===== src/design/cs_pkg.sv =====
// Shared widths, limits and types for the cosine similarity block.
`default_nettype none
package cs_pkg;

   // Element and accumulator widths
   localparam int ELEM_W     = 16;
   localparam int DOT_W      = 42;
   localparam int NORM_W     = 41;
   localparam int DPROD_W    = 2 * ELEM_W;
   localparam int SQ_W       = 2 * ELEM_W - 1;

   // Job queue between the accumulate front and the normalize back
   localparam int QDEPTH     = 4;
   localparam int QPTR_W     = $clog2(QDEPTH);
   localparam int QCNT_W     = $clog2(QDEPTH + 1);

   // Back-end arithmetic
   localparam int HALF_LO_W  = 21;
   localparam int HALF_HI_W  = NORM_W - HALF_LO_W;
   localparam int PP_W       = 2 * HALF_LO_W;
   localparam int PROD_W     = 84;
   localparam int ROOT_W     = 42;
   localparam int REM_W      = 45;
   localparam int FRAC_W     = 15;
   localparam int NUM_W      = DOT_W + FRAC_W;
   localparam int QUO_W      = 17;
   localparam int OUT_W      = 16;
   localparam int STEP_W     = 6;
   localparam int MUL_STEPS  = 4;
   localparam int SQRT_STEPS = PROD_W / 2;
   localparam int DIV_STEPS  = NUM_W;

   localparam logic [OUT_W-1:0] SIM_MAX = 16'h7FFF;
   localparam logic [OUT_W-1:0] SIM_MIN = 16'h8000;

   // One finished vector handed from front to back
   typedef struct packed {
      logic [DOT_W-1:0]  dot;
      logic [NORM_W-1:0] left_norm;
      logic [NORM_W-1:0] right_norm;
      logic              mismatch;
   } job_type;

   // Queue status seen by both sides
   typedef struct packed {
      logic              empty;
      logic [QCNT_W-1:0] count;
   } q_stat_type;

endpackage
`default_nettype wire


===== src/design/cosine_similarity_top.sv =====
// Top level of the streaming cosine similarity block.
//
// Element pairs are accepted one per clock while req_full is low; the
// multiply-accumulate front never stalls on the arithmetic, only when the
// four-entry job queue (counting a finished vector still in the multiply
// stage) is full. Each vector marked by req_last is normalized by a
// sequential back end: it loads the job, builds the norm product from four
// 21x21 partial products, takes the bit-pair floor square root, runs the
// restoring divide and retires into the result register (degenerate vectors
// go straight to retire). Vectors shorter than the back-end time therefore
// run at the back end's pace once the queue fills; longer vectors run at one
// pair per cycle while results are popped. The result stays on
// rsp_similarity/rsp_degenerate while rsp_empty is low until popped.
`default_nettype none
module cosine_similarity_top (
   input  wire logic                             clock,
   input  wire logic                             reset,
   input  wire logic                             req_push,
   output logic                                  req_full,
   input  wire logic signed [cs_pkg::ELEM_W-1:0] req_left_value,
   input  wire logic signed [cs_pkg::ELEM_W-1:0] req_right_value,
   input  wire logic                             req_last,
   input  wire logic                             req_mismatch,
   output logic                                  rsp_empty,
   input  wire logic                             rsp_pop,
   output logic signed [cs_pkg::OUT_W-1:0]       rsp_similarity,
   output logic                                  rsp_degenerate
);

   logic                  job_push;
   logic                  job_pop;
   cs_pkg::job_type       job_in;
   cs_pkg::job_type       job_head;
   cs_pkg::q_stat_type    q_stat;

   // Accumulate front
   cs_front u_front (
      .clock           (clock),
      .reset           (reset),
      .req_push        (req_push),
      .req_full        (req_full),
      .req_left_value  (req_left_value),
      .req_right_value (req_right_value),
      .req_last        (req_last),
      .req_mismatch    (req_mismatch),
      .q_stat          (q_stat),
      .job_push        (job_push),
      .job             (job_in)
   );

   // Job queue
   cs_queue u_queue (
      .clock     (clock),
      .reset     (reset),
      .push_in   (job_push),
      .push_data (job_in),
      .pop_in    (job_pop),
      .head      (job_head),
      .stat      (q_stat)
   );

   // Normalize back
   cs_back u_back (
      .clock          (clock),
      .reset          (reset),
      .q_stat         (q_stat),
      .job            (job_head),
      .job_pop        (job_pop),
      .rsp_pop        (rsp_pop),
      .rsp_empty      (rsp_empty),
      .rsp_similarity (rsp_similarity),
      .rsp_degenerate (rsp_degenerate)
   );

endmodule
`default_nettype wire


===== src/design/cs_front.sv =====
// Front end: accepts element pairs, multiplies and accumulates, hands off finished vectors.
`default_nettype none
module cs_front (
   input  wire logic                            clock,
   input  wire logic                            reset,
   input  wire logic                            req_push,
   output logic                                 req_full,
   input  wire logic signed [cs_pkg::ELEM_W-1:0] req_left_value,
   input  wire logic signed [cs_pkg::ELEM_W-1:0] req_right_value,
   input  wire logic                            req_last,
   input  wire logic                            req_mismatch,
   input  wire cs_pkg::q_stat_type              q_stat,
   output logic                                 job_push,
   output cs_pkg::job_type                      job
);

   logic                                accept;
   logic                                pend_last;
   logic signed [cs_pkg::DPROD_W-1:0]   dprod;
   logic signed [cs_pkg::DPROD_W-1:0]   lsq;
   logic signed [cs_pkg::DPROD_W-1:0]   rsq;

   logic                                vld_ff;
   logic                                last_ff;
   logic                                mism_ff;
   logic signed [cs_pkg::DPROD_W-1:0]   dprod_ff;
   logic [cs_pkg::SQ_W-1:0]             lsq_ff;
   logic [cs_pkg::SQ_W-1:0]             rsq_ff;

   logic [cs_pkg::DOT_W-1:0]            dot_ff, dot_in;
   logic [cs_pkg::NORM_W-1:0]           lnorm_ff, lnorm_in;
   logic [cs_pkg::NORM_W-1:0]           rnorm_ff, rnorm_in;
   logic                                mseen_ff, mseen_in;

   logic [cs_pkg::DOT_W-1:0]            dot_sum;
   logic [cs_pkg::NORM_W-1:0]           lnorm_sum;
   logic [cs_pkg::NORM_W-1:0]           rnorm_sum;
   logic                                mseen_sum;

   // Back-pressure: count a last item still in the multiply stage as taken
   assign pend_last = vld_ff & last_ff;
   assign req_full  = ({1'b0, q_stat.count} + (cs_pkg::QCNT_W + 1)'(pend_last)) >=
                      (cs_pkg::QCNT_W + 1)'(cs_pkg::QDEPTH);
   assign accept    = req_push & ~req_full;

   // Multiply stage
   assign dprod = req_left_value * req_right_value;
   assign lsq   = req_left_value * req_left_value;
   assign rsq   = req_right_value * req_right_value;

   always_ff @(posedge clock) begin
      if (reset) begin
         vld_ff <= 1'b0;
      end else begin
         vld_ff <= accept;
      end
      if (accept) begin
         dprod_ff <= dprod;
         lsq_ff   <= lsq[cs_pkg::SQ_W-1:0];
         rsq_ff   <= rsq[cs_pkg::SQ_W-1:0];
         last_ff  <= req_last;
         mism_ff  <= req_mismatch;
      end
   end

   // Accumulate stage; sums wrap at their widths
   always_comb begin
      dot_sum   = dot_ff + {{(cs_pkg::DOT_W - cs_pkg::DPROD_W){dprod_ff[cs_pkg::DPROD_W-1]}},
                            dprod_ff};
      lnorm_sum = lnorm_ff + {{(cs_pkg::NORM_W - cs_pkg::SQ_W){1'b0}}, lsq_ff};
      rnorm_sum = rnorm_ff + {{(cs_pkg::NORM_W - cs_pkg::SQ_W){1'b0}}, rsq_ff};
      mseen_sum = mseen_ff | mism_ff;

      dot_in   = dot_ff;
      lnorm_in = lnorm_ff;
      rnorm_in = rnorm_ff;
      mseen_in = mseen_ff;
      job_push = 1'b0;
      job.dot        = dot_sum;
      job.left_norm  = lnorm_sum;
      job.right_norm = rnorm_sum;
      job.mismatch   = mseen_sum;

      if (vld_ff) begin
         if (last_ff) begin
            job_push = 1'b1;
            dot_in   = '0;
            lnorm_in = '0;
            rnorm_in = '0;
            mseen_in = 1'b0;
         end else begin
            dot_in   = dot_sum;
            lnorm_in = lnorm_sum;
            rnorm_in = rnorm_sum;
            mseen_in = mseen_sum;
         end
      end
   end

   always_ff @(posedge clock) begin
      if (reset) begin
         dot_ff   <= '0;
         lnorm_ff <= '0;
         rnorm_ff <= '0;
         mseen_ff <= 1'b0;
      end else begin
         dot_ff   <= dot_in;
         lnorm_ff <= lnorm_in;
         rnorm_ff <= rnorm_in;
         mseen_ff <= mseen_in;
      end
   end

endmodule
`default_nettype wire


===== src/design/cs_queue.sv =====
// Short job queue that decouples the accumulate front from the normalize back.
`default_nettype none
module cs_queue (
   input  wire logic               clock,
   input  wire logic               reset,
   input  wire logic               push_in,
   input  wire cs_pkg::job_type    push_data,
   input  wire logic               pop_in,
   output cs_pkg::job_type         head,
   output cs_pkg::q_stat_type      stat
);

   cs_pkg::job_type                entry_ff [cs_pkg::QDEPTH];
   logic [cs_pkg::QPTR_W-1:0]      wr_ptr_ff;
   logic [cs_pkg::QPTR_W-1:0]      rd_ptr_ff;
   logic [cs_pkg::QCNT_W-1:0]      count_ff;
   logic                           do_pop;

   assign do_pop     = pop_in & (count_ff != '0);
   assign head       = entry_ff[rd_ptr_ff];
   assign stat.empty = (count_ff == '0);
   assign stat.count = count_ff;

   // Storage
   always_ff @(posedge clock) begin
      if (push_in) begin
         entry_ff[wr_ptr_ff] <= push_data;
      end
   end

   // Pointers and fill count
   always_ff @(posedge clock) begin
      if (reset) begin
         wr_ptr_ff <= '0;
         rd_ptr_ff <= '0;
         count_ff  <= '0;
      end else begin
         if (push_in) begin
            wr_ptr_ff <= wr_ptr_ff + 1'b1;
         end
         if (do_pop) begin
            rd_ptr_ff <= rd_ptr_ff + 1'b1;
         end
         if (push_in && !do_pop) begin
            count_ff <= count_ff + 1'b1;
         end else if (!push_in && do_pop) begin
            count_ff <= count_ff - 1'b1;
         end
      end
   end

`ifndef SYNTHESIS
   a_no_overflow: assert property (@(posedge clock) disable iff (reset)
      !(push_in && !do_pop && count_ff == cs_pkg::QCNT_W'(cs_pkg::QDEPTH)))
      else $error("job queue written while full");
   a_count_bound: assert property (@(posedge clock) disable iff (reset)
      count_ff <= cs_pkg::QCNT_W'(cs_pkg::QDEPTH))
      else $error("job queue count beyond depth");
`endif

endmodule
`default_nettype wire


===== src/design/cs_back.sv =====
// Back end: floor root of the norm product, signed divide, saturation and result register.
`default_nettype none
module cs_back (
   input  wire logic                         clock,
   input  wire logic                         reset,
   input  wire cs_pkg::q_stat_type           q_stat,
   input  wire cs_pkg::job_type              job,
   output logic                              job_pop,
   input  wire logic                         rsp_pop,
   output logic                              rsp_empty,
   output logic signed [cs_pkg::OUT_W-1:0]   rsp_similarity,
   output logic                              rsp_degenerate
);

   typedef enum logic [2:0] {
      ST_IDLE,
      ST_MUL,
      ST_SQRT,
      ST_DIV,
      ST_DONE
   } state_type;

   state_type                       state_ff, state_in;
   logic [cs_pkg::STEP_W-1:0]       step_ff, step_in;
   logic [cs_pkg::NORM_W-1:0]       a_ff, a_in;
   logic [cs_pkg::NORM_W-1:0]       b_ff, b_in;
   logic [cs_pkg::DOT_W-1:0]        mag_ff, mag_in;
   logic                            neg_ff, neg_in;
   logic                            deg_ff, deg_in;
   logic [cs_pkg::PP_W-1:0]         pp_ff, pp_in;
   logic [1:0]                      sh_ff, sh_in;
   logic [cs_pkg::PROD_W-1:0]       prod_ff, prod_in;
   logic [cs_pkg::ROOT_W-1:0]       root_ff, root_in;
   logic [cs_pkg::REM_W-1:0]        rem_ff, rem_in;
   logic [cs_pkg::NUM_W-1:0]        num_ff, num_in;
   logic [cs_pkg::QUO_W-1:0]        quo_ff, quo_in;
   logic                            ovf_ff, ovf_in;
   logic                            res_valid_ff, res_valid_in;
   logic [cs_pkg::OUT_W-1:0]        res_sim_ff, res_sim_in;
   logic                            res_deg_ff, res_deg_in;

   logic                            job_degen;
   logic [cs_pkg::HALF_LO_W-1:0]    mul_x;
   logic [cs_pkg::HALF_LO_W-1:0]    mul_y;
   logic [cs_pkg::PROD_W-1:0]       pp_shifted;
   logic [cs_pkg::REM_W-1:0]        sq_rem;
   logic [cs_pkg::REM_W-1:0]        sq_trial;
   logic                            sq_ge;
   logic [cs_pkg::ROOT_W-1:0]       divisor;
   logic [cs_pkg::ROOT_W:0]         dv_rem;
   logic                            dv_ge;
   logic [cs_pkg::QUO_W-1:0]        quo_neg;
   logic [cs_pkg::OUT_W-1:0]        sat_val;

   assign rsp_empty      = ~res_valid_ff;
   assign rsp_similarity = $signed(res_sim_ff);
   assign rsp_degenerate = res_deg_ff;

   // Shared datapath terms
   always_comb begin
      job_degen = job.mismatch || (job.left_norm == '0) || (job.right_norm == '0);

      // Norm product in four 21x21 partial products
      mul_x = step_ff[1] ? {1'b0, a_ff[cs_pkg::NORM_W-1:cs_pkg::HALF_LO_W]}
                         : a_ff[cs_pkg::HALF_LO_W-1:0];
      mul_y = step_ff[0] ? {1'b0, b_ff[cs_pkg::NORM_W-1:cs_pkg::HALF_LO_W]}
                         : b_ff[cs_pkg::HALF_LO_W-1:0];
      case (sh_ff)
         2'd0:    pp_shifted = {{(cs_pkg::PROD_W - cs_pkg::PP_W){1'b0}}, pp_ff};
         2'd1:    pp_shifted = {{(cs_pkg::PROD_W - cs_pkg::PP_W - cs_pkg::HALF_LO_W){1'b0}},
                                pp_ff, {cs_pkg::HALF_LO_W{1'b0}}};
         2'd2:    pp_shifted = {pp_ff, {(cs_pkg::PROD_W - cs_pkg::PP_W){1'b0}}};
         default: pp_shifted = '0;
      endcase

      // Restoring square root, two product bits per step
      sq_rem   = {rem_ff[cs_pkg::REM_W-3:0], prod_ff[cs_pkg::PROD_W-1:cs_pkg::PROD_W-2]};
      sq_trial = {1'b0, root_ff, 2'b01};
      sq_ge    = sq_rem >= sq_trial;

      // Restoring divide, one quotient bit per step
      divisor = (root_ff == '0) ? cs_pkg::ROOT_W'(1) : root_ff;
      dv_rem  = {rem_ff[cs_pkg::ROOT_W-1:0], num_ff[cs_pkg::NUM_W-1]};
      dv_ge   = dv_rem >= {1'b0, divisor};

      // Truncated quotient with its sign, clamped to the output range
      quo_neg = '0 - quo_ff;
      if (deg_ff) begin
         sat_val = '0;
      end else if (neg_ff) begin
         if (ovf_ff || quo_ff > cs_pkg::QUO_W'(32768)) begin
            sat_val = cs_pkg::SIM_MIN;
         end else begin
            sat_val = quo_neg[cs_pkg::OUT_W-1:0];
         end
      end else begin
         if (ovf_ff || quo_ff > cs_pkg::QUO_W'(32767)) begin
            sat_val = cs_pkg::SIM_MAX;
         end else begin
            sat_val = quo_ff[cs_pkg::OUT_W-1:0];
         end
      end
   end

   // Sequencer
   always_comb begin
      state_in     = state_ff;
      step_in      = step_ff;
      a_in         = a_ff;
      b_in         = b_ff;
      mag_in       = mag_ff;
      neg_in       = neg_ff;
      deg_in       = deg_ff;
      pp_in        = pp_ff;
      sh_in        = sh_ff;
      prod_in      = prod_ff;
      root_in      = root_ff;
      rem_in       = rem_ff;
      num_in       = num_ff;
      quo_in       = quo_ff;
      ovf_in       = ovf_ff;
      res_sim_in   = res_sim_ff;
      res_deg_in   = res_deg_ff;
      res_valid_in = res_valid_ff & ~rsp_pop;
      job_pop      = 1'b0;

      case (state_ff)
         ST_IDLE: begin
            if (!q_stat.empty) begin
               job_pop = 1'b1;
               a_in    = job.left_norm;
               b_in    = job.right_norm;
               neg_in  = job.dot[cs_pkg::DOT_W-1];
               mag_in  = job.dot[cs_pkg::DOT_W-1] ? ('0 - job.dot) : job.dot;
               deg_in  = job_degen;
               step_in = '0;
               prod_in = '0;
               quo_in  = '0;
               ovf_in  = 1'b0;
               state_in = job_degen ? ST_DONE : ST_MUL;
            end
         end
         ST_MUL: begin
            pp_in = {{(cs_pkg::PP_W - cs_pkg::HALF_LO_W){1'b0}}, mul_x} *
                    {{(cs_pkg::PP_W - cs_pkg::HALF_LO_W){1'b0}}, mul_y};
            sh_in = {1'b0, step_ff[1]} + {1'b0, step_ff[0]};
            if (step_ff != '0) begin
               prod_in = prod_ff + pp_shifted;
            end
            if (step_ff == cs_pkg::STEP_W'(cs_pkg::MUL_STEPS)) begin
               step_in  = '0;
               root_in  = '0;
               rem_in   = '0;
               state_in = ST_SQRT;
            end else begin
               step_in = step_ff + 1'b1;
            end
         end
         ST_SQRT: begin
            prod_in = {prod_ff[cs_pkg::PROD_W-3:0], 2'b00};
            root_in = {root_ff[cs_pkg::ROOT_W-2:0], sq_ge};
            rem_in  = sq_ge ? (sq_rem - sq_trial) : sq_rem;
            if (step_ff == cs_pkg::STEP_W'(cs_pkg::SQRT_STEPS - 1)) begin
               step_in  = '0;
               rem_in   = '0;
               num_in   = {mag_ff, {cs_pkg::FRAC_W{1'b0}}};
               quo_in   = '0;
               ovf_in   = 1'b0;
               state_in = ST_DIV;
            end else begin
               step_in = step_ff + 1'b1;
            end
         end
         ST_DIV: begin
            rem_in = {{(cs_pkg::REM_W - cs_pkg::ROOT_W - 1){1'b0}},
                      dv_ge ? (dv_rem - {1'b0, divisor}) : dv_rem};
            quo_in = {quo_ff[cs_pkg::QUO_W-2:0], dv_ge};
            ovf_in = ovf_ff | quo_ff[cs_pkg::QUO_W-1];
            num_in = {num_ff[cs_pkg::NUM_W-2:0], 1'b0};
            if (step_ff == cs_pkg::STEP_W'(cs_pkg::DIV_STEPS - 1)) begin
               step_in  = '0;
               state_in = ST_DONE;
            end else begin
               step_in = step_ff + 1'b1;
            end
         end
         ST_DONE: begin
            if (!res_valid_ff || rsp_pop) begin
               res_valid_in = 1'b1;
               res_sim_in   = sat_val;
               res_deg_in   = deg_ff;
               state_in     = ST_IDLE;
            end
         end
         default: begin
            state_in = ST_IDLE;
         end
      endcase
   end

   always_ff @(posedge clock) begin
      if (reset) begin
         state_ff     <= ST_IDLE;
         step_ff      <= '0;
         res_valid_ff <= 1'b0;
      end else begin
         state_ff     <= state_in;
         step_ff      <= step_in;
         res_valid_ff <= res_valid_in;
      end
      a_ff       <= a_in;
      b_ff       <= b_in;
      mag_ff     <= mag_in;
      neg_ff     <= neg_in;
      deg_ff     <= deg_in;
      pp_ff      <= pp_in;
      sh_ff      <= sh_in;
      prod_ff    <= prod_in;
      root_ff    <= root_in;
      rem_ff     <= rem_in;
      num_ff     <= num_in;
      quo_ff     <= quo_in;
      ovf_ff     <= ovf_in;
      res_sim_ff <= res_sim_in;
      res_deg_ff <= res_deg_in;
   end

`ifndef SYNTHESIS
   a_root_range: assert property (@(posedge clock) disable iff (reset)
      (state_ff == ST_DIV) |-> (root_ff[cs_pkg::ROOT_W-1] == 1'b0))
      else $error("square root exceeds 41 bits");
   a_degen_zero: assert property (@(posedge clock) disable iff (reset)
      (res_valid_ff && res_deg_ff) |-> (res_sim_ff == '0))
      else $error("degenerate item with nonzero similarity");
`endif

endmodule
`default_nettype wire


===== config.mk =====
export PLATFORM = sky130hd
export DESIGN_NAME = cosine_similarity_top
export DESIGN_NICKNAME = d
export VERILOG_FILES = /design/src/design/cs_pkg.sv /design/src/design/cosine_similarity_top.sv /design/src/design/cs_front.sv /design/src/design/cs_queue.sv /design/src/design/cs_back.sv
export SDC_FILE = /design/constraint.sdc
export NUM_CORES = 2
export LEC_CHECK = 0
export BUFFER_PORTS_ARGS = -buffer_cell sky130_fd_sc_hd__clkbuf_2
export CORE_MARGIN = 2
export CORE_UTILIZATION = 55
export CTS_CLUSTER_DIAMETER = 120
export DETAILED_ROUTE_END_ITERATION = 7
export PLACE_DENSITY = 0.71
export SKIP_CTS_REPAIR_TIMING = 1
export SLEW_MARGIN = 0
export SYNTH_ARGS = -nofsm -noshare
export SYNTH_HDL_FRONTEND = slang
export SYNTH_SLANG_ARGS = --single-unit

===== constraint.sdc =====
create_clock -name clock -period 16.5 [get_ports clock]
set_input_delay 0 -clock clock [delete_from_list [all_inputs] [get_ports clock]]
set_output_delay 0 -clock clock [all_outputs]
set_load 0.02 [all_outputs]

# Word-level counts from Yosys, hierarchy flattened
# Memory sizes are Yosys's and may differ from the RTL's. A register that Yosys moved wholly into a read port is not among the register bits.
# Index checks and enable logic that the tools add are counted.
[word_totals]
in_bits = 38
output_inout_bits = 19
register_bits = 670
word_cells = 170
ram_bits = 500
mem_count = 1
[mem_list]
columns = ["memory", "words", "word_bits", "rd", "rd_clocked_by_memory_dff", "write_ports", "line", "text"]
rows = [
  ["u_queue.entry_ff", 4, 125, 1, 1, 1, "cs_queue.sv:13", "cs_pkg::job_type entry_ff [cs_pkg::QDEPTH];"],
]
[classes]
bitwise = 10
n_eq_ne = 15
n_lt_le_gt_ge = 5
n_reduce_logical = 34
muxes = 54
addsub = 15
n_mul = 4
[op_table]
columns = ["operator", "n"]
rows = [
  ["84-bit case mux with 3 select lines", 2],
  ["43-bit two-way mux", 4],
  ["84-bit two-way mux", 2],
  ["43-bit case mux with 3 select lines", 1],
  ["42-bit two-way mux", 3],
  ["41-bit two-way mux", 3],
  ["57-bit case mux with 2 select lines", 1],
  ["84-bit adder", 1],
  ["42-bit case mux with 2 select lines", 1],
  ["41-bit by 31-bit adder with 41-bit output", 2],
  ["41-bit zero test", 2],
  ["16-bit by 16-bit multiplier with 31-bit output", 2],
  ["57-bit two-way mux", 1],
  ["17-bit case mux with 3 select lines", 1],
  ["16-bit two-way mux", 3],
  ["45-bit by 44-bit greater-or-equal comparator with 1-bit output", 1],
  ["43-bit by 42-bit greater-or-equal comparator with 1-bit output", 1],
  ["43-bit by 42-bit subtractor with 43-bit output", 1],
  ["43-bit subtractor", 1],
  ["42-bit adder", 1],
  ["42-bit zero test", 1],
  ["21-bit by 21-bit multiplier with 42-bit output", 1],
  ["21-bit two-way mux", 2],
  ["1-bit by 42-bit subtractor with 42-bit output (first input constant)", 1],
  ["other kinds (43)", 98],
]

# Logic depth before layout (Yosys ltp)
[logic_depth]
word_depth = 7
ltp_mapped = 33
ltp_nobuf = 30

# Cells and area by module
# Synthesis repeated with hierarchy kept, for this count alone.
[unflattened]
hier_cells = 9745
hier_area_um2 = 101592.4
[by_module_without_submodules]
columns = ["mod", "cells_each", "seq_area_each_um2", "area_per_inst_um2", "n_inst"]
rows = [
  ["cs_back", 4630, 12692.2, 42784.8, 1],
  ["cs_front", 4419, 5345.1, 40372.5, 1],
  ["cs_queue", 696, 15194.6, 18435.2, 1],
]

# Least setup slack after synthesis
# Ideal clock, no wire load.
[synth_timing]
path_kind = "register to register"
from = "register u_back.state_ff[1]"
to = "register u_queue.count_ff[2] (netlist name)"
t_arrival_ns = 14.437
path_stages_with_launch = 10
slack_ns = 1.993
n_path_buf = 1
cell_sequence = "dfxtp_1 clkbuf_1 nor4_1 inv_1 ha_1 inv_1 fa_1 xor2_1 or3_1 a21oi_1"
[synth_via]
elab_chain_len = 6
elab_cells_between_ends = 8
classes_between = "mux (2); bitwise (1); reduce/logical (5)"
[synth_lines]
columns = ["item", "line", "text"]
rows = [
  ["start, declared", "cs_back.sv:23", "state_type state_ff, state_in;"],
  ["start signal, assigned", "cs_back.sv:207", "state_ff <= state_in;"],
  ["3-bit zero test (*)", "cs_back.sv:127", "case (state_ff)"],
  ["1-bit two-way mux (*)", "cs_back.sv:127", ""],
  ["named net job_pop", "cosine_similarity_top.sv:31", "logic job_pop;"],
  ["1-bit AND (*)", "cs_queue.sv:19", "assign do_pop = pop_in & (count_ff != '0);"],
  ["1-bit zero test", "cs_queue.sv:44", "if (push_in && !do_pop) begin"],
  ["1-bit logical AND", "cs_queue.sv:44", ""],
  ["3-bit two-way mux or 2-bit nonzero test (tied branches)", "n/a", ""],
  ["end signal, assigned", "cs_queue.sv:45", "count_ff <= count_ff + 1'b1;"],
  ["end signal, assigned", "cs_queue.sv:47", "count_ff <= count_ff - 1'b1;"],
  ["end, declared", "cs_queue.sv:16", "logic [cs_pkg::QCNT_W-1:0] count_ff;"],
]
# The timed path passes the listed nets; every way through them passes the cells marked *.
# A chain may end at the register's enable or synchronous reset.

# Final worst setup path
[layout_timing]
from = "register u_back.step_ff[1] (netlist name)"
to = "register u_back.pp_ff[41] (netlist name) (data pin)"
[layout_via]
elab_chain_len = 2
[layout_lines]
columns = ["item", "line", "text"]
rows = [
  ["start, declared", "cs_back.sv:24", "logic [cs_pkg::STEP_W-1:0] step_ff, step_in;"],
  ["start signal, assigned", "cs_back.sv:208", "step_ff <= step_in;"],
  ["21-bit two-way mux", "cs_back.sv:64", "mul_x = step_ff[1] ? {1'b0, a_ff[cs_pkg::NORM_W-1:cs_pkg::HALF_LO_W]}"],
  ["21-bit by 21-bit multiplier with 42-bit output", "cs_back.sv:144", "pp_in = {{(cs_pkg::PP_W - cs_pkg::HALF_LO_W){1'b0}}, mul_x} *"],
  ["end signal, assigned", "cs_back.sv:216", "pp_ff <= pp_in;"],
  ["end, declared", "cs_back.sv:30", "logic [cs_pkg::PP_W-1:0] pp_ff, pp_in;"],
]
# No other way between the ends.

==> flow_summary.rst <==
.. list-table::
   :header-rows: 1

   * - Metric
     - Value
   * - Number of fillers in the final layout
     - between 10k and 15k
   * - Violated checks
     - design-rule violations
   * - Aggregate routed wire length
     - between 200000 and 300000 um
   * - Number of CTS-inserted buffers
     - between 100 and 150
   * - Most frequent standard cell in the layout excluding fill and tap cells
     - inv_1
   * - Top Family by Delay on Critical Path
     - adder cells
   * - Yosys warning count
     - 0
   * - Post-synthesis cell type with the largest combined area
     - edfxtp_1
   * - Floorplan row count
     - ~160
   * - Startpoint of the lowest-slack register-to-register path
     - u_back.step_ff[1]
   * - Port Buf Inserts
     - 56
   * - Drt initial violations
     - between 5k and 6k
   * - Synth top area share
     - a little under a third
   * - Worst min-delay path category
     - in2reg
   * - Cell count after synthesis
     - about 9.5k
   * - Placeable core region
     - approximately 180000 um^2
   * - Cell types occupying the most area after synthesis
     - edfxtp_1, fa_1, ha_1, inv_1, nand2_1
   * - Seq/Total Area, Yosys
     - around a third
   * - Depth of the most critical reg-to-reg path
     - 28
   * - Die span in y
     - 430 um
   * - Highest clock frequency the design can meet
     - 107 MHz
   * - Clock tree from TritonCTS
     - yes
   * - Capture instance of the worst register-to-register path
     - u_back.pp_ff[41]
   * - Max-cap violations
     - 0
   * - FF/Latch Area
     - 33200 um^2
   * - Critical Path Max Stage Delay
     - 0.97 ns
   * - Starting density of the core
     - a little under three fifths
   * - Number of flip-flops and latches in the synthesized netlist
     - 1155
   * - Count of unique library cells instantiated by Yosys
     - 97
   * - CP Depth
     - 28
   * - Element type at the critical path end
     - register
   * - Final setup violation count
     - 0
   * - Largest net degree at the start of global routing
     - 85
   * - Count of boundary I/O pins
     - between 50 and 60
   * - Multi-input logic area
     - between 50000 and 60000 um^2
   * - Post-layout utilization of the core
     - approximately 60%
   * - Count of final max-slew check failures
     - 0
   * - Number of clock sinks
     - ~1.2k
   * - Width of the die
     - around 430 um
   * - Actual slew at the worst max-slew pin
     - about 1.1 ns
   * - Number of nets in the synthesized netlist
     - between 10k and 15k
   * - Mean instance size in the synthesized netlist
     - between 10 and 15 um^2
   * - Worst Setup EP
     - u_back.pp_ff[41]
   * - Placement Setup Slack
     - ~7.2 ns
   * - Share of final-layout standard cells stronger than drive strength 1
     - 6.47%
   * - Drc violations
     - 1
   * - Global-route wire length before repair
     - 399000 um
   * - Outcome
     - finished, violations left
   * - Number of synthesized flops with an enable pin
     - 1010
   * - Number of global-route vias before repair
     - around 70k
   * - Detailed Routing Iterations Pass 1
     - 8
   * - Global-route total usage across every layer
     - between 20 and 30%
   * - Launching element of the worst setup path
     - u_back.step_ff[1]
   * - Initial antenna violation count
     - 8
   * - Setup repair after global routing missed its margin
     - no
   * - Area growth syn-to-layout
     - 7.10%
   * - Highest-count cells in the layout ignoring fill and taps
     - inv_1, fa_1, edfxtp_1, nand2_1, nor2_1
   * - Summed negative setup slack over all endpoints
     - 0 ns
   * - Startpoint-to-endpoint class of the critical path
     - reg2reg
   * - Worst Slack Setup Final
     - 7.16 ns
   * - Total congestion overflow
     - 0
   * - Clock-pin slew on the worst setup and hold paths
     - roughly 0.060 ns
   * - Root cell of the clock tree
     - clkbuf_16
   * - Period Utilization, post-route
     - 56.6%
   * - Total die area
     - ~190000 um^2
   * - Clk_lat worst skew
     - approximately 0.81 ns
   * - Global placer's final weighted congestion
     - 0.950
   * - Routed wire per std cell
     - 21.2 um
   * - Buffer depth of the longest clock path
     - 3
   * - Max Fanout on Critical Path
     - 43
   * - Average via count per standard cell
     - roughly 5.8
   * - Nature of the critical path startpoint
     - register
   * - Crit path max-delay cell type
     - mux2i_2
   * - Post-synthesis instance area
     - between 90000 and 100000 um^2
   * - Worst setup slack for register-to-register paths
     - ~7 ns
   * - Max-slew headroom
     - between 20% and 30%
   * - Cell occurring most often along the worst timing path
     - fa_1
   * - Final period demand of the worst path
     - 9.34 ns
   * - HPWL after detailed placement
     - ~190000 um
   * - Post-route clock skew
     - ~0.096 ns
   * - Worst endpoint required time
     - between 15 and 20 ns
   * - Total via count after detailed routing
     - between 60k and 70k
   * - Share of synthesized flip-flops with an asynchronous set or reset
     - 0%
   * - Critical path data arrival time
     - ~10 ns
   * - H-tree levels
     - 3
   * - Final number of hold-violating endpoints
     - 0
   * - Leading register cell type out of synthesis
     - edfxtp_1
   * - Buf+Inv Stages, Crit Path
     - 5
   * - NumNets Final
     - about 11k
   * - ANT nets after route
     - 0
sequential cells by signal (all words and copies together) (netlist names), 3 cells and up, named ones only:
register	count
u_back.rem_ff	43
u_back.b_ff	41
u_front.lsq_ff	30
u_back.root_ff	42
u_front.dprod_ff	32
u_back.mag_ff	42
u_queue.count_ff	3
u_front.rsq_ff	30
u_back.pp_ff	42
u_queue.entry_ff	500
u_front.lnorm_ff	41
u_back.prod_ff	84
u_back.step_ff	6
u_front.rnorm_ff	41
u_front.dot_ff	42
u_back.num_ff	42
u_back.a_ff	41
u_back.rsp_similarity	16
u_back.quo_ff	17
u_back.state_ff	3
layout make-up:
class	count	share of cell area, %
repair buffers	168	1.08
inverters	1424	5.00
multi-input cells	6502	56.1
flip-flops and latches	1155	31.1
diodes	3	0.00702
well taps	2370	2.77
clock inverters	80	0.998
clock buffers	151	3.01
synth_stat cells (59+ instances only):
| cell | instances |
|---|---|
| nand4_1 | 70 |
| o21ai_0 | 307 |
| xor2_1 | 164 |
| fa_1 | 1089 |
| nand2b_1 | 81 |
| a22oi_1 | 63 |
| nor2b_1 | 67 |
| and3_1 | 62 |
| nand3_1 | 88 |
| a22o_1 | 71 |
| mux4_2 | 123 |
| dfxtp_1 | 145 |
| a21o_1 | 212 |
| mux2i_1 | 101 |
| nand2_1 | 899 |
| xnor2_1 | 300 |
| a21oi_1 | 448 |
| and2_1 | 226 |
| inv_1 | 1413 |
| edfxtp_1 | 1010 |
| clkbuf_1 | 320 |
| nor2_1 | 754 |
| o21bai_1 | 60 |
| nor3_1 | 59 |
| ha_1 | 685 |
worst min path at each step:
stage	start	end	slack, ns	depth (start not counted)
after floorplan	req_last	u_front.last_ff	0.1	0
after global placement	req_last	u_front.last_ff	0.18	1
after detailed placement	req_last	u_front.last_ff	0.19	1
after CTS	req_last	u_front.last_ff	-0.68	1
after global routing	req_right_value[0]	u_front.rsq_ff[0]	0.12	1
final	req_right_value[0]	u_front.rsq_ff[0]	0.12	1
worst reg2reg max path: cells and delay by family (launching register included):
family / cells / cell delay, ns
DFF: 1 / 0.33
muxes: 1 / 1.04
xor gates and xnor gates: 1 / 0.13
and+or+nand+nor: 4 / 0.53
adders and majority gates: 8 / 3.91
buffers and inverters: 5 / 0.70
AOI/OAI and AO/OA: 9 / 2.44
through the flow:
step	cells	cell area, um^2	hold slack [ns]
6_report	11900	107000	0.120
5_1_grt	11900	107000	0.125
4_1_cts	11800	107000	-0.677
3_5_place_dp	11600	103000	0.192
3_3_place_gp	11600	103000	0.177
2_1_floorplan	9460	99900	0.0989
layer usage:
layer	routed length, um	GRT usage, %	up-vias
li1	-	-	31600
met5	41	0	-
met2	124000	47.2	2161
met1	104000	35.8	34900
met4	9800	10.2	6
met3	13700	2.90	499
logic make-up (layout without fill, tap and decap cells):
kind of cell	Yosys count	count (layout)	share of synthesized area [%]
buffers and inverters	1803	1823	6.84
AOI/OAI and AO/OA	1525	1525	9.78
and+or+nand+nor	2472	2472	11.3
DFF	1155	1155	33.3
adders and majority gates	1774	1774	30.4
muxes	267	267	4.29
other	0	3	0
xor gates and xnor gates	464	464	4.07
Power is left out: the tool's default activity adds up to more than one toggle a clock period on the data nets, which glitch-free logic cannot reach.
